**src/latency_jitter_tracker_assert.svh**
```systemverilog
// Assertion macros shared by the tracker modules.
`ifndef LATENCY_JITTER_TRACKER_ASSERT_SVH
`define LATENCY_JITTER_TRACKER_ASSERT_SVH
`ifndef SYNTHESIS
`define LJT_ASSERT_IMPLY(label, clk, rst_n, ante, cons) \
	label: assert property (@(posedge clk) disable iff (!rst_n) (ante) |-> (cons)) \
		else $error("assertion failed");
`define LJT_ASSERT_NEXT(label, clk, rst_n, ante, cons) \
	label: assert property (@(posedge clk) disable iff (!rst_n) (ante) |=> (cons)) \
		else $error("assertion failed");
`else
`define LJT_ASSERT_IMPLY(label, clk, rst_n, ante, cons)
`define LJT_ASSERT_NEXT(label, clk, rst_n, ante, cons)
`endif
`endif

```
**src/ljt_pkg.sv**
```systemverilog
package ljt_pkg;

	localparam int RING_DEPTH  = 16;
	localparam int MIN_SAMPLES = 2;
	localparam int LAT_W       = 16;
	localparam int HELD_W      = 5;
	localparam int PTR_W       = $clog2(RING_DEPTH);
	localparam int CNT_W       = $clog2(RING_DEPTH + 1);
	localparam int SUM_W       = LAT_W + CNT_W;
	localparam int DIV_CNT_W   = $clog2(SUM_W + 1);

	typedef struct packed {
		logic             accept;
		logic             clr_acc;
		logic             rd_en;
		logic             rd_dev;
		logic [PTR_W-1:0] rd_addr;
		logic             div_start;
		logic             mean_ld;
		logic             jit_ld;
		logic             res_ld;
	} ljt_cmd_t;

	typedef struct packed {
		logic [CNT_W-1:0] fill;
		logic             div_done;
		logic             res_busy;
	} ljt_sts_t;

endpackage

```
**src/ljt_sample_if.sv**
```systemverilog
interface ljt_sample_if;
	import ljt_pkg::*;

	logic             valid;
	logic             ready;
	logic [LAT_W-1:0] latency_sample;

	modport source (output valid, output latency_sample, input ready);
	modport sink   (input valid, input latency_sample, output ready);

endinterface

```
**src/ljt_result_if.sv**
```systemverilog
interface ljt_result_if;
	import ljt_pkg::*;

	logic              valid;
	logic              ready;
	logic [LAT_W-1:0]  latest_latency;
	logic [LAT_W-1:0]  mean_latency;
	logic [LAT_W-1:0]  jitter;
	logic [HELD_W-1:0] samples_held;

	modport source (output valid, output latest_latency, output mean_latency,
		output jitter, output samples_held, input ready);
	modport sink   (input valid, input latest_latency, input mean_latency,
		input jitter, input samples_held, output ready);

endinterface

```
**src/latency_jitter_tracker.sv**
```systemverilog
// channel  | dir | fields
// sample   | in  | latency_sample[15:0]
// result   | out | latest_latency[15:0] mean_latency[15:0] jitter[15:0] samples_held[4:0]
//
// One word in, one word out. With two or more samples held a word takes two read passes
// over the ring RAM plus two runs of the bit-serial divider; with one sample held both
// are skipped.
// Reset clears pointer, fill count and jitter; the ring needs no clearing.
// A new word is taken while the previous result waits; a stalled result holds the
// finished word in its last state.
module latency_jitter_tracker (
	input  logic         clk,
	input  logic         arst_n,
	ljt_sample_if.sink   sample,
	ljt_result_if.source result
);
	import ljt_pkg::*;

	ljt_cmd_t cmd;
	ljt_sts_t sts;

	ljt_ctrl u_ctrl (
		.clk     (clk),
		.arst_n  (arst_n),
		.in_valid(sample.valid),
		.in_ready(sample.ready),
		.cmd     (cmd),
		.sts     (sts)
	);

	ljt_dp u_dp (
		.clk           (clk),
		.arst_n        (arst_n),
		.cmd           (cmd),
		.sts           (sts),
		.latency_sample(sample.latency_sample),
		.res           (result)
	);

endmodule

```
**src/ljt_ram.sv**
```systemverilog
module ljt_ram #(
	parameter int WIDTH = 16,
	parameter int DEPTH = 16
) (
	input  logic                     clk,
	input  logic                     we,
	input  logic [$clog2(DEPTH)-1:0] waddr,
	input  logic [WIDTH-1:0]         wdata,
	input  logic                     re,
	input  logic [$clog2(DEPTH)-1:0] raddr,
	output logic [WIDTH-1:0]         rdata
);

	logic [WIDTH-1:0] mem_q [DEPTH];

	always_ff @(posedge clk) begin
		if (we) begin
			mem_q[waddr] <= wdata;
		end
		if (re) begin
			rdata <= mem_q[raddr];
		end
	end

endmodule

```
**src/ljt_div.sv**
```systemverilog
`include "latency_jitter_tracker_assert.svh"

module ljt_div (
	input  logic                      clk,
	input  logic                      arst_n,
	input  logic                      start,
	input  logic [ljt_pkg::SUM_W-1:0] dividend,
	input  logic [ljt_pkg::CNT_W-1:0] divisor,
	output logic [ljt_pkg::SUM_W-1:0] quotient,
	output logic                      done
);
	import ljt_pkg::*;

	logic                 busy_q;
	logic                 done_q;
	logic [DIV_CNT_W-1:0] cnt_q;
	logic [CNT_W-1:0]     rem_q;
	logic [CNT_W-1:0]     divisor_q;
	logic [SUM_W-1:0]     quo_q;
	logic [CNT_W:0]       trial;
	logic                 fits;

	// restoring divide, one quotient bit per cycle
	assign trial = {rem_q, quo_q[SUM_W-1]};
	assign fits  = trial >= {1'b0, divisor_q};

	always_ff @(posedge clk or negedge arst_n) begin
		if (!arst_n) begin
			busy_q <= 1'b0;
			done_q <= 1'b0;
			cnt_q  <= '0;
		end else begin
			done_q <= busy_q && (cnt_q == DIV_CNT_W'(1));
			if (start) begin
				busy_q <= 1'b1;
				cnt_q  <= DIV_CNT_W'(SUM_W);
			end else if (busy_q) begin
				cnt_q <= cnt_q - DIV_CNT_W'(1);
				if (cnt_q == DIV_CNT_W'(1)) begin
					busy_q <= 1'b0;
				end
			end
		end
	end

	always_ff @(posedge clk) begin
		if (start) begin
			rem_q     <= '0;
			quo_q     <= dividend;
			divisor_q <= divisor;
		end else if (busy_q) begin
			if (fits) begin
				rem_q <= CNT_W'(trial - {1'b0, divisor_q});
			end else begin
				rem_q <= trial[CNT_W-1:0];
			end
			quo_q <= {quo_q[SUM_W-2:0], fits};
		end
	end

	assign quotient = quo_q;
	assign done     = done_q;

	`LJT_ASSERT_IMPLY(a_rem_below_divisor, clk, arst_n, busy_q, rem_q < divisor_q)
	`LJT_ASSERT_NEXT(a_start_runs, clk, arst_n, start, busy_q)

endmodule

```
**src/ljt_dp.sv**
```systemverilog
`include "latency_jitter_tracker_assert.svh"

module ljt_dp (
	input  logic                      clk,
	input  logic                      arst_n,
	input  ljt_pkg::ljt_cmd_t         cmd,
	output ljt_pkg::ljt_sts_t         sts,
	input  logic [ljt_pkg::LAT_W-1:0] latency_sample,
	ljt_result_if.source              res
);
	import ljt_pkg::*;

	logic [PTR_W-1:0]  wptr_q;
	logic [CNT_W-1:0]  fill_q;
	logic [LAT_W-1:0]  sample_q;
	logic [LAT_W-1:0]  mean_q;
	logic [LAT_W-1:0]  jitter_q;
	logic [SUM_W-1:0]  acc_q;
	logic              rd_en_s1;
	logic              rd_dev_s1;
	logic              res_valid_q;
	logic [LAT_W-1:0]  res_latest_q;
	logic [LAT_W-1:0]  res_mean_q;
	logic [LAT_W-1:0]  res_jitter_q;
	logic [HELD_W-1:0] res_held_q;
	logic [LAT_W-1:0]  rd_data;
	logic [LAT_W-1:0]  dev_abs;
	logic [SUM_W-1:0]  quotient;
	logic              div_done;

	ljt_ram #(
		.WIDTH(LAT_W),
		.DEPTH(RING_DEPTH)
	) u_ring (
		.clk  (clk),
		.we   (cmd.accept),
		.waddr(wptr_q),
		.wdata(latency_sample),
		.re   (cmd.rd_en),
		.raddr(cmd.rd_addr),
		.rdata(rd_data)
	);

	ljt_div u_div (
		.clk     (clk),
		.arst_n  (arst_n),
		.start   (cmd.div_start),
		.dividend(acc_q),
		.divisor (fill_q),
		.quotient(quotient),
		.done    (div_done)
	);

	assign dev_abs = (rd_data >= mean_q) ? (rd_data - mean_q) : (mean_q - rd_data);

	always_ff @(posedge clk or negedge arst_n) begin
		if (!arst_n) begin
			wptr_q      <= '0;
			fill_q      <= '0;
			jitter_q    <= '0;
			rd_en_s1    <= 1'b0;
			rd_dev_s1   <= 1'b0;
			res_valid_q <= 1'b0;
		end else begin
			rd_en_s1  <= cmd.rd_en;
			rd_dev_s1 <= cmd.rd_dev;
			if (cmd.accept) begin
				if (wptr_q == PTR_W'(RING_DEPTH - 1)) begin
					wptr_q <= '0;
				end else begin
					wptr_q <= wptr_q + PTR_W'(1);
				end
				if (fill_q != CNT_W'(RING_DEPTH)) begin
					fill_q <= fill_q + CNT_W'(1);
				end
			end
			if (cmd.jit_ld) begin
				jitter_q <= quotient[LAT_W-1:0];
			end
			if (cmd.res_ld) begin
				res_valid_q <= 1'b1;
			end else if (res.ready) begin
				res_valid_q <= 1'b0;
			end
		end
	end

	always_ff @(posedge clk) begin
		if (cmd.accept) begin
			sample_q <= latency_sample;
			mean_q   <= '0;
		end else if (cmd.mean_ld) begin
			mean_q <= quotient[LAT_W-1:0];
		end
		if (cmd.clr_acc) begin
			acc_q <= '0;
		end else if (rd_en_s1) begin
			acc_q <= acc_q + (rd_dev_s1 ? SUM_W'(dev_abs) : SUM_W'(rd_data));
		end
		if (cmd.res_ld) begin
			res_latest_q <= sample_q;
			res_mean_q   <= mean_q;
			res_jitter_q <= jitter_q;
			res_held_q   <= HELD_W'(fill_q);
		end
	end

	assign sts.fill     = fill_q;
	assign sts.div_done = div_done;
	assign sts.res_busy = res_valid_q && !res.ready;

	assign res.valid          = res_valid_q;
	assign res.latest_latency = res_latest_q;
	assign res.mean_latency   = res_mean_q;
	assign res.jitter         = res_jitter_q;
	assign res.samples_held   = res_held_q;

	`LJT_ASSERT_IMPLY(a_no_overwrite, clk, arst_n, cmd.res_ld, !res_valid_q || res.ready)

endmodule

```
**src/ljt_ctrl.sv**
```systemverilog
`include "latency_jitter_tracker_assert.svh"

module ljt_ctrl (
	input  logic              clk,
	input  logic              arst_n,
	input  logic              in_valid,
	output logic              in_ready,
	output ljt_pkg::ljt_cmd_t cmd,
	input  ljt_pkg::ljt_sts_t sts
);
	import ljt_pkg::*;

	typedef enum logic [3:0] {
		IDLE,
		CHECK,
		RD_SUM,
		SUM_TAIL,
		MEAN_GO,
		DIV_MEAN,
		RD_DEV,
		DEV_TAIL,
		DEV_GO,
		DIV_DEV,
		FINISH
	} state_t;

	state_t           state_q;
	logic [PTR_W-1:0] idx_q;
	logic             last_rd;

	assign last_rd = (CNT_W'(idx_q) + CNT_W'(1)) == sts.fill;

	always_ff @(posedge clk or negedge arst_n) begin
		if (!arst_n) begin
			state_q <= IDLE;
			idx_q   <= '0;
		end else begin
			case (state_q)
				IDLE: begin
					if (in_valid) begin
						state_q <= CHECK;
					end
				end
				CHECK: begin
					idx_q <= '0;
					if (sts.fill < CNT_W'(MIN_SAMPLES)) begin
						state_q <= FINISH;
					end else begin
						state_q <= RD_SUM;
					end
				end
				RD_SUM: begin
					if (last_rd) begin
						state_q <= SUM_TAIL;
					end else begin
						idx_q <= idx_q + PTR_W'(1);
					end
				end
				SUM_TAIL: state_q <= MEAN_GO;
				MEAN_GO:  state_q <= DIV_MEAN;
				DIV_MEAN: begin
					if (sts.div_done) begin
						idx_q   <= '0;
						state_q <= RD_DEV;
					end
				end
				RD_DEV: begin
					if (last_rd) begin
						state_q <= DEV_TAIL;
					end else begin
						idx_q <= idx_q + PTR_W'(1);
					end
				end
				DEV_TAIL: state_q <= DEV_GO;
				DEV_GO:   state_q <= DIV_DEV;
				DIV_DEV: begin
					if (sts.div_done) begin
						state_q <= FINISH;
					end
				end
				FINISH: begin
					if (!sts.res_busy) begin
						state_q <= IDLE;
					end
				end
				default: state_q <= IDLE;
			endcase
		end
	end

	always_comb begin
		cmd         = '0;
		cmd.rd_addr = idx_q;
		case (state_q)
			IDLE:     cmd.accept = in_valid;
			CHECK:    cmd.clr_acc = 1'b1;
			RD_SUM:   cmd.rd_en = 1'b1;
			MEAN_GO: begin
				cmd.div_start = 1'b1;
				cmd.clr_acc   = 1'b1;
			end
			DIV_MEAN: cmd.mean_ld = sts.div_done;
			RD_DEV: begin
				cmd.rd_en  = 1'b1;
				cmd.rd_dev = 1'b1;
			end
			DEV_GO:   cmd.div_start = 1'b1;
			DIV_DEV:  cmd.jit_ld = sts.div_done;
			FINISH:   cmd.res_ld = !sts.res_busy;
			default:  cmd.rd_addr = idx_q;
		endcase
	end

	assign in_ready = (state_q == IDLE);

	`LJT_ASSERT_NEXT(a_accept_to_check, clk, arst_n, in_valid && in_ready, state_q == CHECK)
	`LJT_ASSERT_IMPLY(a_read_in_fill, clk, arst_n, cmd.rd_en, CNT_W'(idx_q) < sts.fill)

endmodule

```
**src/flat_wrapper.sv**
```systemverilog
// flat-port wrapper written by rule: the top's interface ports become plain ports
module latency_jitter_tracker_flat import ljt_pkg::*;
  (clk, arst_n, sample_valid, sample_latency_sample, sample_ready, result_valid, result_latest_latency, result_mean_latency, result_jitter, result_samples_held, result_ready);
  ljt_sample_if sample_i ();
  ljt_result_if result_i ();
  input  logic clk;
  input  logic arst_n;
  input wire logic [$bits(sample_i.valid)-1:0] sample_valid;
  input wire logic [$bits(sample_i.latency_sample)-1:0] sample_latency_sample;
  output wire logic [$bits(sample_i.ready)-1:0] sample_ready;
  output wire logic [$bits(result_i.valid)-1:0] result_valid;
  output wire logic [$bits(result_i.latest_latency)-1:0] result_latest_latency;
  output wire logic [$bits(result_i.mean_latency)-1:0] result_mean_latency;
  output wire logic [$bits(result_i.jitter)-1:0] result_jitter;
  output wire logic [$bits(result_i.samples_held)-1:0] result_samples_held;
  input wire logic [$bits(result_i.ready)-1:0] result_ready;
  assign sample_i.valid = sample_valid;
  assign sample_i.latency_sample = sample_latency_sample;
  assign sample_ready = sample_i.ready;
  assign result_valid = result_i.valid;
  assign result_latest_latency = result_i.latest_latency;
  assign result_mean_latency = result_i.mean_latency;
  assign result_jitter = result_i.jitter;
  assign result_samples_held = result_i.samples_held;
  assign result_i.ready = result_ready;
  latency_jitter_tracker u_core (.clk(clk), .arst_n(arst_n), .sample(sample_i), .result(result_i));
endmodule
```
**config.mk**
```make
export PLATFORM = sky130hd
export DESIGN_NAME = latency_jitter_tracker_flat
export DESIGN_NICKNAME = d
export VERILOG_FILES = /design/src/ljt_pkg.sv /design/src/ljt_sample_if.sv /design/src/ljt_result_if.sv /design/src/latency_jitter_tracker.sv /design/src/ljt_ram.sv /design/src/ljt_div.sv /design/src/ljt_dp.sv /design/src/ljt_ctrl.sv /design/src/flat_wrapper.sv
export VERILOG_INCLUDE_DIRS = /design/src /design/src/src
export SDC_FILE = /design/constraint.sdc
export NUM_CORES = 1
export LEC_CHECK = 0
export ABC_AREA = 1
export BUFFER_PORTS_ARGS = -buffer_cell sky130_fd_sc_hd__buf_4
export CORE_ASPECT_RATIO = 0.5
export CORE_UTILIZATION = 30
export CTS_CLUSTER_SIZE = 28
export DETAILED_ROUTE_END_ITERATION = 8
export GPL_ROUTABILITY_DRIVEN = 0
export SYNTH_ARGS = -nofsm -noshare
export SYNTH_HDL_FRONTEND = slang
export SYNTH_SLANG_ARGS = --single-unit
```
**constraint.sdc**
```tcl
create_clock -name clk -period 3.75 [get_ports clk]
set_input_delay 0.375 -clock clk [delete_from_list [all_inputs] [get_ports clk]]
set_output_delay 0.375 -clock clk [all_outputs]
set_load 0.01 [all_outputs]
```
# Word-level counts from Yosys, hierarchy flattened
# Memories as Yosys holds them, arrays and structs flattened. A register that Yosys moved wholly into a read port is not among the register bits.
# Index checks and enable logic that the tools add are counted.
[classes]
n_eq_ne = 21
reduce_logical = 14
muxes = 34
n_lt_le_gt_ge = 3
addsub = 9
[op_table]
columns = ["operator", "n"]
rows = [
  ["$pmux W4 S11", 1],
  ["$mux W21", 2],
  ["$mux W4", 10],
  ["$mux W16", 2],
  ["$sub A16 B16 Y16", 2],
  ["$add A21 B16 Y21", 1],
  ["$eq A4 B3 Y1 const B", 4],
  ["$eq A4 B4 Y1 const B", 4],
  ["$ge A16 B16 Y1", 1],
  ["$mux W1", 15],
  ["$mux W5", 3],
  ["$ne A2 B2 Y1 const B", 7],
  ["$pmux W4 S3", 1],
  ["$add A4 B1 Y4 const B", 2],
  ["$eq A4 B2 Y1 const B", 2],
  ["$ge A6 B5 Y1", 1],
  ["$reduce_and A6 Y1", 1],
  ["$reduce_or A2 Y1", 3],
  ["$add A4 B1 Y5 const B", 1],
  ["$add A5 B1 Y5 const B", 1],
  ["$eq A5 B1 Y1 const B", 1],
  ["$eq A5 B5 Y1", 1],
  ["$lt A5 B2 Y1 const B", 1],
  ["$ne A5 B5 Y1 const B", 1],
  ["10 further kinds", 13],
]
[word_totals]
ff_bits = 180
wordCells = 103
n_memories = 1
output_inout_bits = 55
mem_bits_rw = 256
in_bits = 20
[memory_table]
columns = ["name", "depth", "width", "rd", "rd_clocked_by_memory_dff", "write_ports", "line", "rtl"]
rows = [
  ["u_core.u_dp.u_ring.mem_q", 16, 16, 1, 1, 1, "ljt_ram.sv:14", "logic [WIDTH-1:0] mem_q [DEPTH];"],
]

# Logic depth before layout (Yosys ltp)
# Gate-level depths: netlist of run 1.
[depth]
ltp_word = 5
mapped_depth = 27
mapped_depth_nobuf = 26

# By module
# A second synthesis of run 1 with hierarchy kept.
[unflattened]
hier_cells = 2354
hier_area_um2 = 21926.0
[modules_own_cells]
columns = ["module", "instances", "seq_area_each_um2", "cells_per_inst", "area_each_um2"]
rows = [
  ["ljt_ram", 1, 8167.8, 1074, 11541.1],
  ["ljt_dp", 1, 3513.4, 965, 7823.8],
  ["ljt_div", 1, 1056.0, 200, 1849.3],
  ["ljt_ctrl", 1, 200.2, 115, 711.9],
]

# Least setup slack after synthesis of run 1
# OpenSTA, ideal clock, no wires.
[synth_timing]
path_type = "reg2reg"
start = "register u_core.u_ctrl.state_q[1]"
end = "register u_core.u_dp.res_jitter_q[0] (netlist: u_core.u_dp.res.jitter[0]), enable pin"
slack_ns = 0.290
setup_ns = 0.464
synth_period_minus_slack_ns = 3.460
stages_incl_launch_ff = 7
path_buffers = 0
required_time_ns = 3.286
t_arrival_ns = 2.996
path_cell_list = "dfrtp_1 inv_2 nor2_1 inv_2 nor2_1 inv_1 nor2_1"
[synth_rtl]
columns = ["element", "line", "rtl"]
rows = [
  ["start, declared", "ljt_ctrl.sv:27", "state_t state_q;"],
  ["start signal, assigned", "ljt_ctrl.sv:35", "state_q <= IDLE;"],
  ["start signal, assigned", "ljt_ctrl.sv:41", "state_q <= CHECK;"],
  ["start signal, assigned", "ljt_ctrl.sv:47", "state_q <= FINISH;"],
  ["end signal, assigned", "ljt_dp.sv:103", "res_jitter_q <= jitter_q;"],
  ["end, declared", "ljt_dp.sv:24", "logic [LAT_W-1:0] res_jitter_q;"],
]

# Worst setup path after layout of run 1
[layout_timing]
start = "register u_core.u_dp.u_ring.rdata[0] (read register of u_core.u_dp.u_ring.mem_q)"
end = "register u_core.u_dp.acc_q[13]"
[layout_via]
elab_chain_len = 4
elab_cells_between_ends = 6
cone_classes = "3 x add/sub; 1 x order compare; 2 x mux"
[layout_rtl]
columns = ["element", "line", "rtl"]
rows = [
  ["start, declared", "ljt_ram.sv:11", "output logic [WIDTH-1:0] rdata"],
  ["$sub A16 B16 Y16 / $ge A16 B16 Y1 (equally long branches)", "ljt_dp.sv:54", "assign dev_abs = (rd_data >= mean_q) ? (rd_data - mean_q) : (mean_q - rd_data);"],
  ["$mux W16", "ljt_dp.sv:54", ""],
  ["$mux W16 *", "ljt_dp.sv:98", "acc_q <= acc_q + (rd_dev_s1 ? SUM_W'(dev_abs) : SUM_W'(rd_data));"],
  ["$add A21 B16 Y21 *", "ljt_dp.sv:98", ""],
  ["end signal, assigned", "ljt_dp.sv:98", ""],
  ["end, declared", "ljt_dp.sv:18", "logic [SUM_W-1:0] acc_q;"],
]
# Mark *: on every way between the ends. The rest lies on a longest branch, timed or not.
# A chain may end at the register's enable or synchronous reset.

==> flow_summary.ini, run 1 <==
[pwr]
p_leak_nw = 9.24
seq_power_share = 0.395
p_int_mw = 10.7
power_frac_comb = 0.349
p_per_area_nw_per_um2 = 734
power.share.clock = 0.256
power_mw = 17.4
p_sw_frac = 0.382
power.switching_mw = 6.65
vdd_ir_drop_max_mv = 0.395

[setup_path]
r2r_cells = 23
critPathMaxFanout = 18
crit_arrival_ps = 3950
rr_endpoint = u_core.u_dp.acc_q[13]$_SDFFE_PP0P_
crit_type = flip-flop to flip-flop
worstSetupEndpointType = flip-flop
cp-start-kind = flip-flop
r2r_slack_ps = 260
critPathRequiredTime_ps = 4210
r2r_start = u_core.u_dp.u_ring.rdata[0]$_DFFE_PP_

[yosys]
syn_area_per_cell_um2 = 10.3
synth-async-reset-ratio = 0.0951
synth_seq_cells = 452
synthesis.area_um2 = 20500
synthCells = 1996
yosysSeqAreaShare = 0.632
syn_nets = 2081
synth_edf_count = 367
yosysWarnings = 0
ys_types = 45
ys.flop_type = edfxtp_1

[clocking]
htreeDepth = 2
cts_made_buffers = 45
clockBufferDepth = 3
clock_latency_ps = 580
clk_pin_slew_worst_paths_ps = 70
cts_tree = yes
clock_sinks = 452
root_buffer = clkbuf_16

[placed_design]
dp_slack_ps = 222
dp_hpwl_um = 33700
dpl.cell_count = 2939
port_buffers = 74

[routing]
vias_per_cell = 4.71
route.detailed.drc = 0
ant_nets = 0
wirelength_um = 51400
vias = 14200
drtIter0Drc = 1089
first_pass_iters = 5
routedWlPerCell_um = 17.0

[finish]
final_nets = 2177
fin_util = 0.352
drive_gt1_frac = 0.108
fin_cells = 3027
area_growth_pct = 15.7

[job]
cap_violations = 0

[hold_path]
holdPathEnd = u_core.u_dp.u_ring.mem_q[4][6]$_DFFE_PP_
worstHoldPathCells = 1
min_from = sample_latency_sample[6]
hold_path.class = primary input to flip-flop

[sta]
tns_ps = 0
fin_crit_ps = 3490
slew_headroom = 0.235
final-hold-violation-count = 0
setup_viol = 0
slew_viol_final = 0
max_freq_mhz = 286
fin_skew_ps = 32.4
tightestPinTransition_ps = 1150
min_period_over_period = 0.931
setup_slack_ps = 258

[global_routing]
grt_overflow = 0
grt_max_degree = 56
grt_pass1_vias = 13800
grt_use_total = 0.147
antenna_found_initial = 6
grt_pass1_wl_um = 79600

[outcome]
status = completed

[floorplanning]
io_pins = 75
core_area_um2 = 67200
start_util = 0.305
die_w_um = 372
die_y_um = 187
dieArea_um2 = 69400
rows = 67
-- power groups by stage --
stage	clock, mW	sequential (mW)	combinational (mW)
final	4.45	6.87	6.07
after global routing	4.73	6.95	6.87
after CTS	4.55	6.87	6.04
after detailed placement	0	6.96	6.02
after global placement	0	6.95	5.96
after floorplan	0	6.73	4.29
-- cell families (layout without fill, tap and decap cells) --
logic type,Yosys count,in the layout,synth area share
fa+ha+maj,65,65,0.0412
compound gates,331,331,0.0911
other cells,0,2,0
flops,452,452,0.632
simple gates,842,842,0.169
xor+xnor,34,34,0.0145
buf+inv,272,404,0.0529
-- critical path, cell delays in order, from the launching register on --
cell and delay (ps):
edfxtp_1 390, inv_1 70, ha_1 130, inv_1 70, fa_1 450, nand3_1 100
nand3_2 130, nand2_2 90, nand3_1 90, nand2_2 130, nand2_8 120, o211ai_1 180
nand2_1 90, ha_1 370, nand2_1 120, nand3_1 180, nand2_1 110, nand2_1 110
nand3_1 90, nand2_1 90, nand2_1 70, nand2_1 40, o21ai_0 140, inv_1 50
-- repair_timing --
action                                 4_1_cts  5_1_grt
setup buffers                                0        2
setup endpoints to repair                    0       14
endpoints found under the hold margin       43        0
resized for setup                            0       10
hold buffers                                 1        0
-- per-stage QoR --
stage / hold slack (ps) / cell area, um2
after CTS: 80.8 / 23600
after global placement: 402 / 22200
after floorplan: 79.4 / 20500
after global routing: 89.7 / 23700
final: 106 / 23700
after detailed placement: 400 / 22200
-- synth_stat cells, drive strengths merged, types with 2 or more instances --
cell    number  share of area
fa           4         0.0039
dfxtp       42          0.041
o21bai       2        0.00073
ha          61          0.037
o22ai       21         0.0064
a21oi       86          0.021
dfrtp       43          0.053
nor3        12         0.0037
o211ai       4         0.0015
a21o         3         0.0011
and2         3        0.00092
edfxtp     367           0.54
xnor2        3         0.0013
o21ai      179          0.044
nor4         3        0.00092
buf         36         0.0095
inv        200          0.037
nor2       181          0.034
a311oi      19         0.0081
clkinv       2        0.00037
o221ai      14         0.0060
nand3       96          0.024
xor2        31          0.013
nand2      523          0.098
clkbuf      34         0.0062
nand4       22         0.0067
-- cell usage in the layout, fill, tap and decap left out, types with 4 or more instances in the layout --
master	n
fa_1	4
nor2_2	11
buf_4	117
edfxtp_1	367
inv_2	9
ha_1	61
o22ai_1	21
bufinv_16	4
o221ai_1	14
o21ai_0	165
o21ai_2	4
xor2_1	31
dfrtp_1	42
clkbuf_1	14
clkbuf_16	45
inv_1	189
dfxtp_1	42
clkinv_2	6
clkinv_1	12
a311oi_1	19
nand2_2	10
nor3_1	9
a21oi_1	83
nand2_1	512
nor2_1	167
nand3_1	93
o211ai_1	4
nand4_1	22
o21ai_1	10
-- final cells by class --
cell class | count | area (um2)
inverters | 202 | 772
diodes | 2 | 5.00
multi-input cells | 1272 | 6510
repair buffers | 119 | 908
flip-flops and latches | 452 | 12900
fillers | 6720 | 43500
clock buffers | 59 | 1180
well taps | 897 | 1120
clock inverters | 24 | 258
-- worst max path at each step --
stage | start | end | slack, ps | depth (start not counted)
6_report | u_core.u_dp.u_ring.rdata[0]$_DFFE_PP_ | u_core.u_dp.acc_q[13]$_SDFFE_PP0P_ | 260 | 23
5_1_grt | u_core.u_dp.u_ring.rdata[0]$_DFFE_PP_ | u_core.u_dp.acc_q[13]$_SDFFE_PP0P_ | -20 | 23
4_1_cts | u_core.u_dp.u_ring.rdata[0]$_DFFE_PP_ | u_core.u_dp.acc_q[14]$_SDFFE_PP0P_ | 200 | 25
3_5_place_dp | u_core.u_dp.u_ring.rdata[0]$_DFFE_PP_ | u_core.u_dp.acc_q[19]$_SDFFE_PP0P_ | 220 | 24
3_3_place_gp | u_core.u_dp.u_ring.rdata[0]$_DFFE_PP_ | u_core.u_dp.acc_q[15]$_SDFFE_PP0P_ | 250 | 22
2_1_floorplan | u_core.u_ctrl.state_q[1]$_DFFE_PN0P_ | u_core.u_dp.res.jitter[0]$_DFFE_PP_ | 290 | 6
-- routing by layer --
| layer | wire (um) | up-vias | GRT usage |
|---|---|---|---|
| met1 | 23100 | 6863 | 0.197 |
| met3 | 2490 | 72 | 0.0226 |
| met5 | 13 | - | 0 |
| met4 | 1340 | 2 | 0.0459 |
| met2 | 24400 | 306 | 0.243 |
| li1 | - | 7001 | - |
-- flip-flops by register name, summed over array words and instances, names as in the netlist, 16 cells and up --
register	count
u_core.u_dp.mean_q	16
u_core.u_dp.u_div.quotient	21
u_core.u_dp.jitter_q	16
u_core.u_dp.u_ring.mem_q	256
u_core.u_dp.acc_q	21
u_core.u_dp.sample_q	16
u_core.u_dp.u_ring.rdata	16
u_core.u_dp.res.jitter	16
u_core.u_dp.res.mean_latency	16
u_core.u_dp.res.latest_latency	16
Note: power is estimated with default switching activity, not from simulation.
==> run 2, diff against run 1 <==
--- a/config.mk
+++ b/config.mk
@@ -13,6 +13,7 @@
 export CTS_CLUSTER_SIZE = 28
 export DETAILED_ROUTE_END_ITERATION = 8
 export GPL_ROUTABILITY_DRIVEN = 0
+export PLACE_DENSITY = 0.5
 export SYNTH_ARGS = -nofsm -noshare
 export SYNTH_HDL_FRONTEND = slang
 export SYNTH_SLANG_ARGS = --single-unit
==> run 2 against run 1 <==
  * Clock-buffer cell count decreased by 4
  * Combinational power is 4.9% higher
  * First-iteration DRC count grew 1.7%
  * Maximum frequency shrank 0.13%
  * Via count up 0.81%
  * Setup slack worse by 4.5 ps
  * Critical path depth grew 2
  * Non-clock buffer count rose by 1
  * Utilization grew 0.25 points
  * Sequential share of layout area is 0.38 points lower
  * Wire length is 5.2% higher
  * Critical endpoint is now u_core.u_dp.acc_q[14]$_SDFFE_PP0P_
==> flow_summary.ini, run 2 (synthesis gave the netlist of run 1 again) <==
[global_routing]
grt_max_degree = 86
grt_pass1_vias = 13900
grt_pass1_wl_um = 82700
grt_overflow = 0
antenna_found_initial = 2
grt_use_total = 0.155

[setup_path]
cp_slowest_cell = fa_1
critPathMaxFanout = 18
critPathRequiredTime_ps = 4230
crit_type = flip-flop to flip-flop
worstSetupEndpointType = flip-flop
cp-start-kind = flip-flop
max_stage_delay_ps = 460
crit_arrival_ps = 3970
crit_top_cell = nand2_1

[pwr]
p_leak_nw = 9.27
power_mw = 17.7
seq_power_share = 0.389
power.switching_mw = 6.95
power_frac_comb = 0.360
power.share.clock = 0.252
p_per_area_nw_per_um2 = 742
vdd_ir_drop_max_mv = 0.391
p_int_mw = 10.7
p_sw_frac = 0.393

[floorplanning]
io_pins = 75
die_y_um = 187
start_util = 0.305
dieArea_um2 = 69400
rows = 67
core_area_um2 = 67200
die_w_um = 372

[routing]
route.detailed.drc = 0
wirelength_um = 54100
first_pass_iters = 5
vias_per_cell = 4.74
vias = 14400
ant_nets = 0
routedWlPerCell_um = 17.8
drtIter0Drc = 1107

[finish]
seqCellArea_um2 = 12900
largest_reg_flops = 256
fin_util = 0.355
drive_gt1_frac = 0.129
most-common-layout-cells = nand2_1, edfxtp_1, inv_1
mostFrequentLayoutCell = nand2_1
top_register = u_core.u_dp.u_ring.mem_q
area_growth_pct = 16.5
final_nets = 2179
fillers = 6789
multiInputGateArea_um2 = 6640

[placed_design]
port_buffers = 74
dp_hpwl_um = 35200

[clocking]
root_buffer = clkbuf_16
cts_tree = yes
htreeDepth = 2
cts_made_buffers = 46
clock_latency_ps = 600
clk_pin_slew_worst_paths_ps = 60
clock_sinks = 452
clockBufferDepth = 3

[job]
cap_violations = 0

[sta]
final-hold-violation-count = 0
rsz0062_at_grt = true
setup_viol = 0
max_freq_mhz = 286
fin_skew_ps = 38.6
slew_headroom = 0.336
tns_ps = 0
fin_crit_ps = 3500
tightestPinTransition_ps = 995
slew_viol_final = 0
min_period_over_period = 0.932

[hold_path]
hold_path.class = primary input to flip-flop

[outcome]
status = completed
run 2: layout make-up:
class / count / area share
Antenna cell: 1 / 0.000105
Clock buffer: 55 / 0.0509
Clock inverter: 31 / 0.0110
Inverter: 202 / 0.0320
Multi-Input combinational cell: 1272 / 0.278
Sequential cell: 452 / 0.542
Tap cell: 897 / 0.0470
Timing Repair Buffer: 120 / 0.0384
run 2: timing repair:
item                                    4_1_cts  5_1_grt
buffers inserted                              0        3
hold buffers                                  1        0
hold endpoints to repair                     43        0
gates resized for setup                       0       34
endpoints found under the setup margin        0       12
run 2: path summary, 6_finish.rpt:
check | startpoint | slack, ps | cells after the start | to
min in group asynchronous | arst_n | 340 | 2 | u_core.u_dp.jitter_q[14]$_DFFE_PN0P_
max in group asynchronous | arst_n | 2960 | 2 | u_core.u_ctrl.idx_q[0]$_DFFE_PN0P_
min reg2reg | u_core.u_dp.sample_q[11]$_DFFE_PP_ | 420 | 0 | u_core.u_dp.res.latest_latency[11]$_DFFE_PP_
max reg2reg | u_core.u_dp.u_ring.rdata[0]$_DFFE_PP_ | 250 | 25 | u_core.u_dp.acc_q[14]$_SDFFE_PP0P_
min | sample_latency_sample[11] | 110 | 1 | u_core.u_dp.sample_q[11]$_DFFE_PP_
max | u_core.u_dp.u_ring.rdata[0]$_DFFE_PP_ | 250 | 25 | u_core.u_dp.acc_q[14]$_SDFFE_PP0P_
run 2: worst max-delay path, delay by kind of cell (launching register included):
family / cells / cell delay (ps)
AND/OR/NAND/NOR: 16 / 1490
adder cells (fa/ha/maj): 3 / 950
buffers and inverters: 4 / 320
AO/OA/AOI/OAI: 2 / 230
flip-flops: 1 / 410
run 2: power groups by stage:
stage	Combinational, mW	Sequential (mW)	Clock [mW]
global route	7.20	6.96	4.75
finish	6.37	6.88	4.45
detailed placement	6.15	6.98	0
global placement	6.15	6.98	0
CTS	6.19	6.88	4.57
floorplan	4.29	6.73	0
run 2: per-stage QoR:
stage	cells	hold slack [ps]	instance area, um2	worst slack [ps]
after CTS	3026	74.2	23700	118
final	3030	106	23900	253
after detailed placement	2939	406	22200	125
after floorplan	1996	79.4	20500	290
after global routing	3030	95.4	23900	-38.5
after global placement	2939	401	22200	128
run 2: layer usage:
layer	share of wire	track usage	vias to the layer above
met5	0	0.000687	-
met4	0.027	0.0482	0
met3	0.046	0.0273	81
met2	0.46	0.246	292
met1	0.47	0.213	6973
li1	-	-	7013
==> run 3, diff against run 2 <==
--- a/config.mk
+++ b/config.mk
@@ -13,7 +13,8 @@
 export CTS_CLUSTER_SIZE = 28
 export DETAILED_ROUTE_END_ITERATION = 8
 export GPL_ROUTABILITY_DRIVEN = 0
-export PLACE_DENSITY = 0.5
+export PLACE_DENSITY = 0.49
 export SYNTH_ARGS = -nofsm -noshare
 export SYNTH_HDL_FRONTEND = slang
+export SYNTH_HIERARCHICAL = 1
 export SYNTH_SLANG_ARGS = --single-unit
==> run 3 against run 2 <==
  * Non-clock buffer count up 14
  * Global-route usage is 0.24 points lower
  * Clock skew is 9.5 ps lower
  * Flip-flop and latch count stayed put
  * Clock power is 4% higher
  * Critical endpoint is now u_core/u_dp/acc_q[17]$_SDFFE_PP0P_
  * Largest power group is now combinational cells
==> flow_summary.ini, run 3 <==
[setup_path]
critPathMaxFanout = 15
cp_slowest_cell = fa_1
max_stage_delay_ps = 420
path_delay_family = simple AND/OR/NAND/NOR gates
crit_chain = inv_1 -> ha_1 -> inv_1 -> fa_1 -> nand2_2 -> nand3_2 -> nand2_2 -> nand3_2 -> a21oi_4 -> buf_12 -> nand2_1 -> nand3_1 -> nand2_1 -> ha_1 -> a21oi_1 -> nor2_1 -> nor2_1 -> o21ai_0 -> nand2_1 -> nand3_1 -> a21oi_1 -> nor2_1
crit_arrival_ps = 3950
cp-start-kind = flip-flop
critPathRequiredTime_ps = 4240
cp_num_buf_inv = 3
worstSetupEndpointType = flip-flop
crit_type = flip-flop to flip-flop

[clocking]
clk_pin_slew_worst_paths_ps = 60
root_buffer = clkbuf_16
clock_latency_ps = 600
cts_tree = yes
clock_sinks = 452
cts_made_buffers = 46
clockBufferDepth = 3
htreeDepth = 2

[yosys]
yosysWarnings = 6
synthesis.area_um2 = 21900
ys_top_cells_by_area = edfxtp_1, nand2_1, nand3_1
synthSimpleGateAreaFrac = 0.234
synth_seq_cells = 452
yosys-top-cells-count = nand2_1, inv_1, edfxtp_1
muxShareOfSynthArea = 0.00822
ys.flop_type = edfxtp_1
synth_area_leader_cell = edfxtp_1
synth_most_common_cell = nand2_1
synth_top_family_by_area = simple AND/OR/NAND/NOR gates
syn_nets = 2436
synth_xor_area_frac = 0.0108
synthCells = 2354
yosysSeqAreaShare = 0.590
synth_edf_count = 367
ys_types = 50
synth_compound_area_frac = 0.0326
syn_area_per_cell_um2 = 9.31
synthAdderAreaFrac = 0.0367
netlist.area_leader.share = 0.503
synth-async-reset-ratio = 0.0951

[floorplanning]
start_util = 0.306
core_area_um2 = 71700
dieArea_um2 = 74200
die_y_um = 193
rows = 69
io_pins = 75
die_w_um = 384

[sta]
tightestPinTransition_ps = 923
setup_viol = 0
fin_skew_ps = 29.1
max_freq_mhz = 289
fin_crit_ps = 3470
timing.hold.ws_ps = 102
final-hold-violation-count = 0
slew_headroom = 0.384
setup_slack_ps = 284
tns_ps = 0
min_period_over_period = 0.924
slew_viol_final = 0

[hold_path]
hold_path.class = primary input to flip-flop

[global_routing]
grt_use_total = 0.152
use_met1 = 0.209
antenna_found_initial = 0
grt_max_degree = 136
grt_pass1_vias = 14600
grt_busiest_layer = met2
met3_usage = 0.0244
grt_overflow = 0
grt_use_met2 = 0.248
grt_pass1_wl_um = 86200

[routing]
drtIter0Drc = 1022
route.detailed.drc = 0
wirelength_um = 56300
routedWlPerCell_um = 16.3
ant_nets = 0
first_pass_iters = 5
vias = 15700
vias_per_cell = 4.53

[finish]
mostFrequentLayoutCell = nand2_1
seqCellArea_um2 = 12900
largest_reg_flops = 256
most-common-layout-cells = nand2_1, inv_1, edfxtp_1
n_antenna_cell = 0
top_register = u_core/u_dp/u_ring/mem_q
final_nets = 2542
drive_gt1_frac = 0.116
multiInputGateArea_um2 = 7130
area_growth_pct = 15.3
fillers = 7346

[pwr]
vdd_ir_drop_max_mv = 0.437
p_per_area_nw_per_um2 = 788
p_leak_nw = 11.3

[placed_design]
dp_slack_ps = 168
port_buffers = 74
dp_hpwl_um = 37100

[job]
cap_violations = 0

[outcome]
status = completed
## run 3: cell count changes after synthesis, sizes merged, moves of 16 or more
cell,delta
nand2,+222
nand3,+201
inv,+189
o21ai,-126
nor2,-60
o22ai,-20
a311oi,-19
buf,+18
mux2,+16
## run 3: worst register-to-register path, delay by kind of cell (launching register included)
kind	cells	cell delay [ps]
buffers and inverters	3	280
flip-flops	1	410
AND/OR/NAND/NOR	12	1040
adder cells (fa/ha/maj)	3	880
AO/OA/AOI/OAI	4	760
## run 3: final cells by class
type,count,area share
Tap cell,958,0.0474
Timing Repair Buffer,134,0.0419
Inverter,389,0.0579
Clock inverter,28,0.0115
Multi-Input combinational cell,1437,0.282
Clock buffer,54,0.0475
Sequential cell,452,0.512
## run 3: routing by layer
metal | part of all wire | vias to the layer above
met5 | 0 | -
met4 | 0.024 | 0
met3 | 0.047 | 78
met2 | 0.46 | 306
met1 | 0.47 | 7455
li1 | - | 7812
## run 3: repair_timing
item | in CTS | in global routing
hold buffers | 1 | 0
gates resized for setup | 0 | 7
hold endpoints to repair | 43 | 0
setup endpoints to repair | 0 | 15
buffers inserted | 0 | 1
## run 3: logic make-up after synthesis
group / count (synthesis)
AOI/OAI and AO/OA: 132
xor gates and xnor gates: 27
adders and majority gates: 62
buffers and inverters: 465
DFF: 452
muxes: 16
and+or+nand+nor: 1200
## run 3: worst paths after layout
| kind | slack [ps] | start | cells after the start | to |
|---|---|---|---|---|
| hold / removal | 100 | sample_latency_sample[2] | 1 | u_core/u_dp/u_ring/mem_q[3][2]$_DFFE_PP_ |
| min in group asynchronous | 320 | arst_n | 2 | u_core/u_dp/fill_q[0]$_DFFE_PN0P_ |
| setup reg to reg | 280 | u_core/u_dp/u_ring/rdata[0]$_DFFE_PP_ | 22 | u_core/u_dp/acc_q[17]$_SDFFE_PP0P_ |
| setup / recovery | 280 | u_core/u_dp/u_ring/rdata[0]$_DFFE_PP_ | 22 | u_core/u_dp/acc_q[17]$_SDFFE_PP0P_ |
| hold reg to reg | 420 | u_core/u_dp/sample_q[6]$_DFFE_PP_ | 0 | u_core/u_dp/res.latest_latency[6]$_DFFE_PP_ |
| max in group asynchronous | 2960 | arst_n | 2 | u_core/u_ctrl/idx_q[0]$_DFFE_PN0P_ |
## run 3: metrics by stage
stage	cell area [um2]	std cells	utilization	power, mW
floorplan	21900	2354	-	12.9
global placement	23700	3368	0.331	15.3
detailed placement	23700	3368	0.331	15.3
CTS	25300	3451	0.352	20.1
global route	25300	3452	0.353	21.5
finish	25300	3452	0.353	19.9
## run 3: power by group
part | switching (mW) | internal [mW] | leakage, nW
registers | 0.600 | 6.28 | 4.26
clock network | 2.03 | 2.59 | 0.741
logic | 5.66 | 2.78 | 6.27
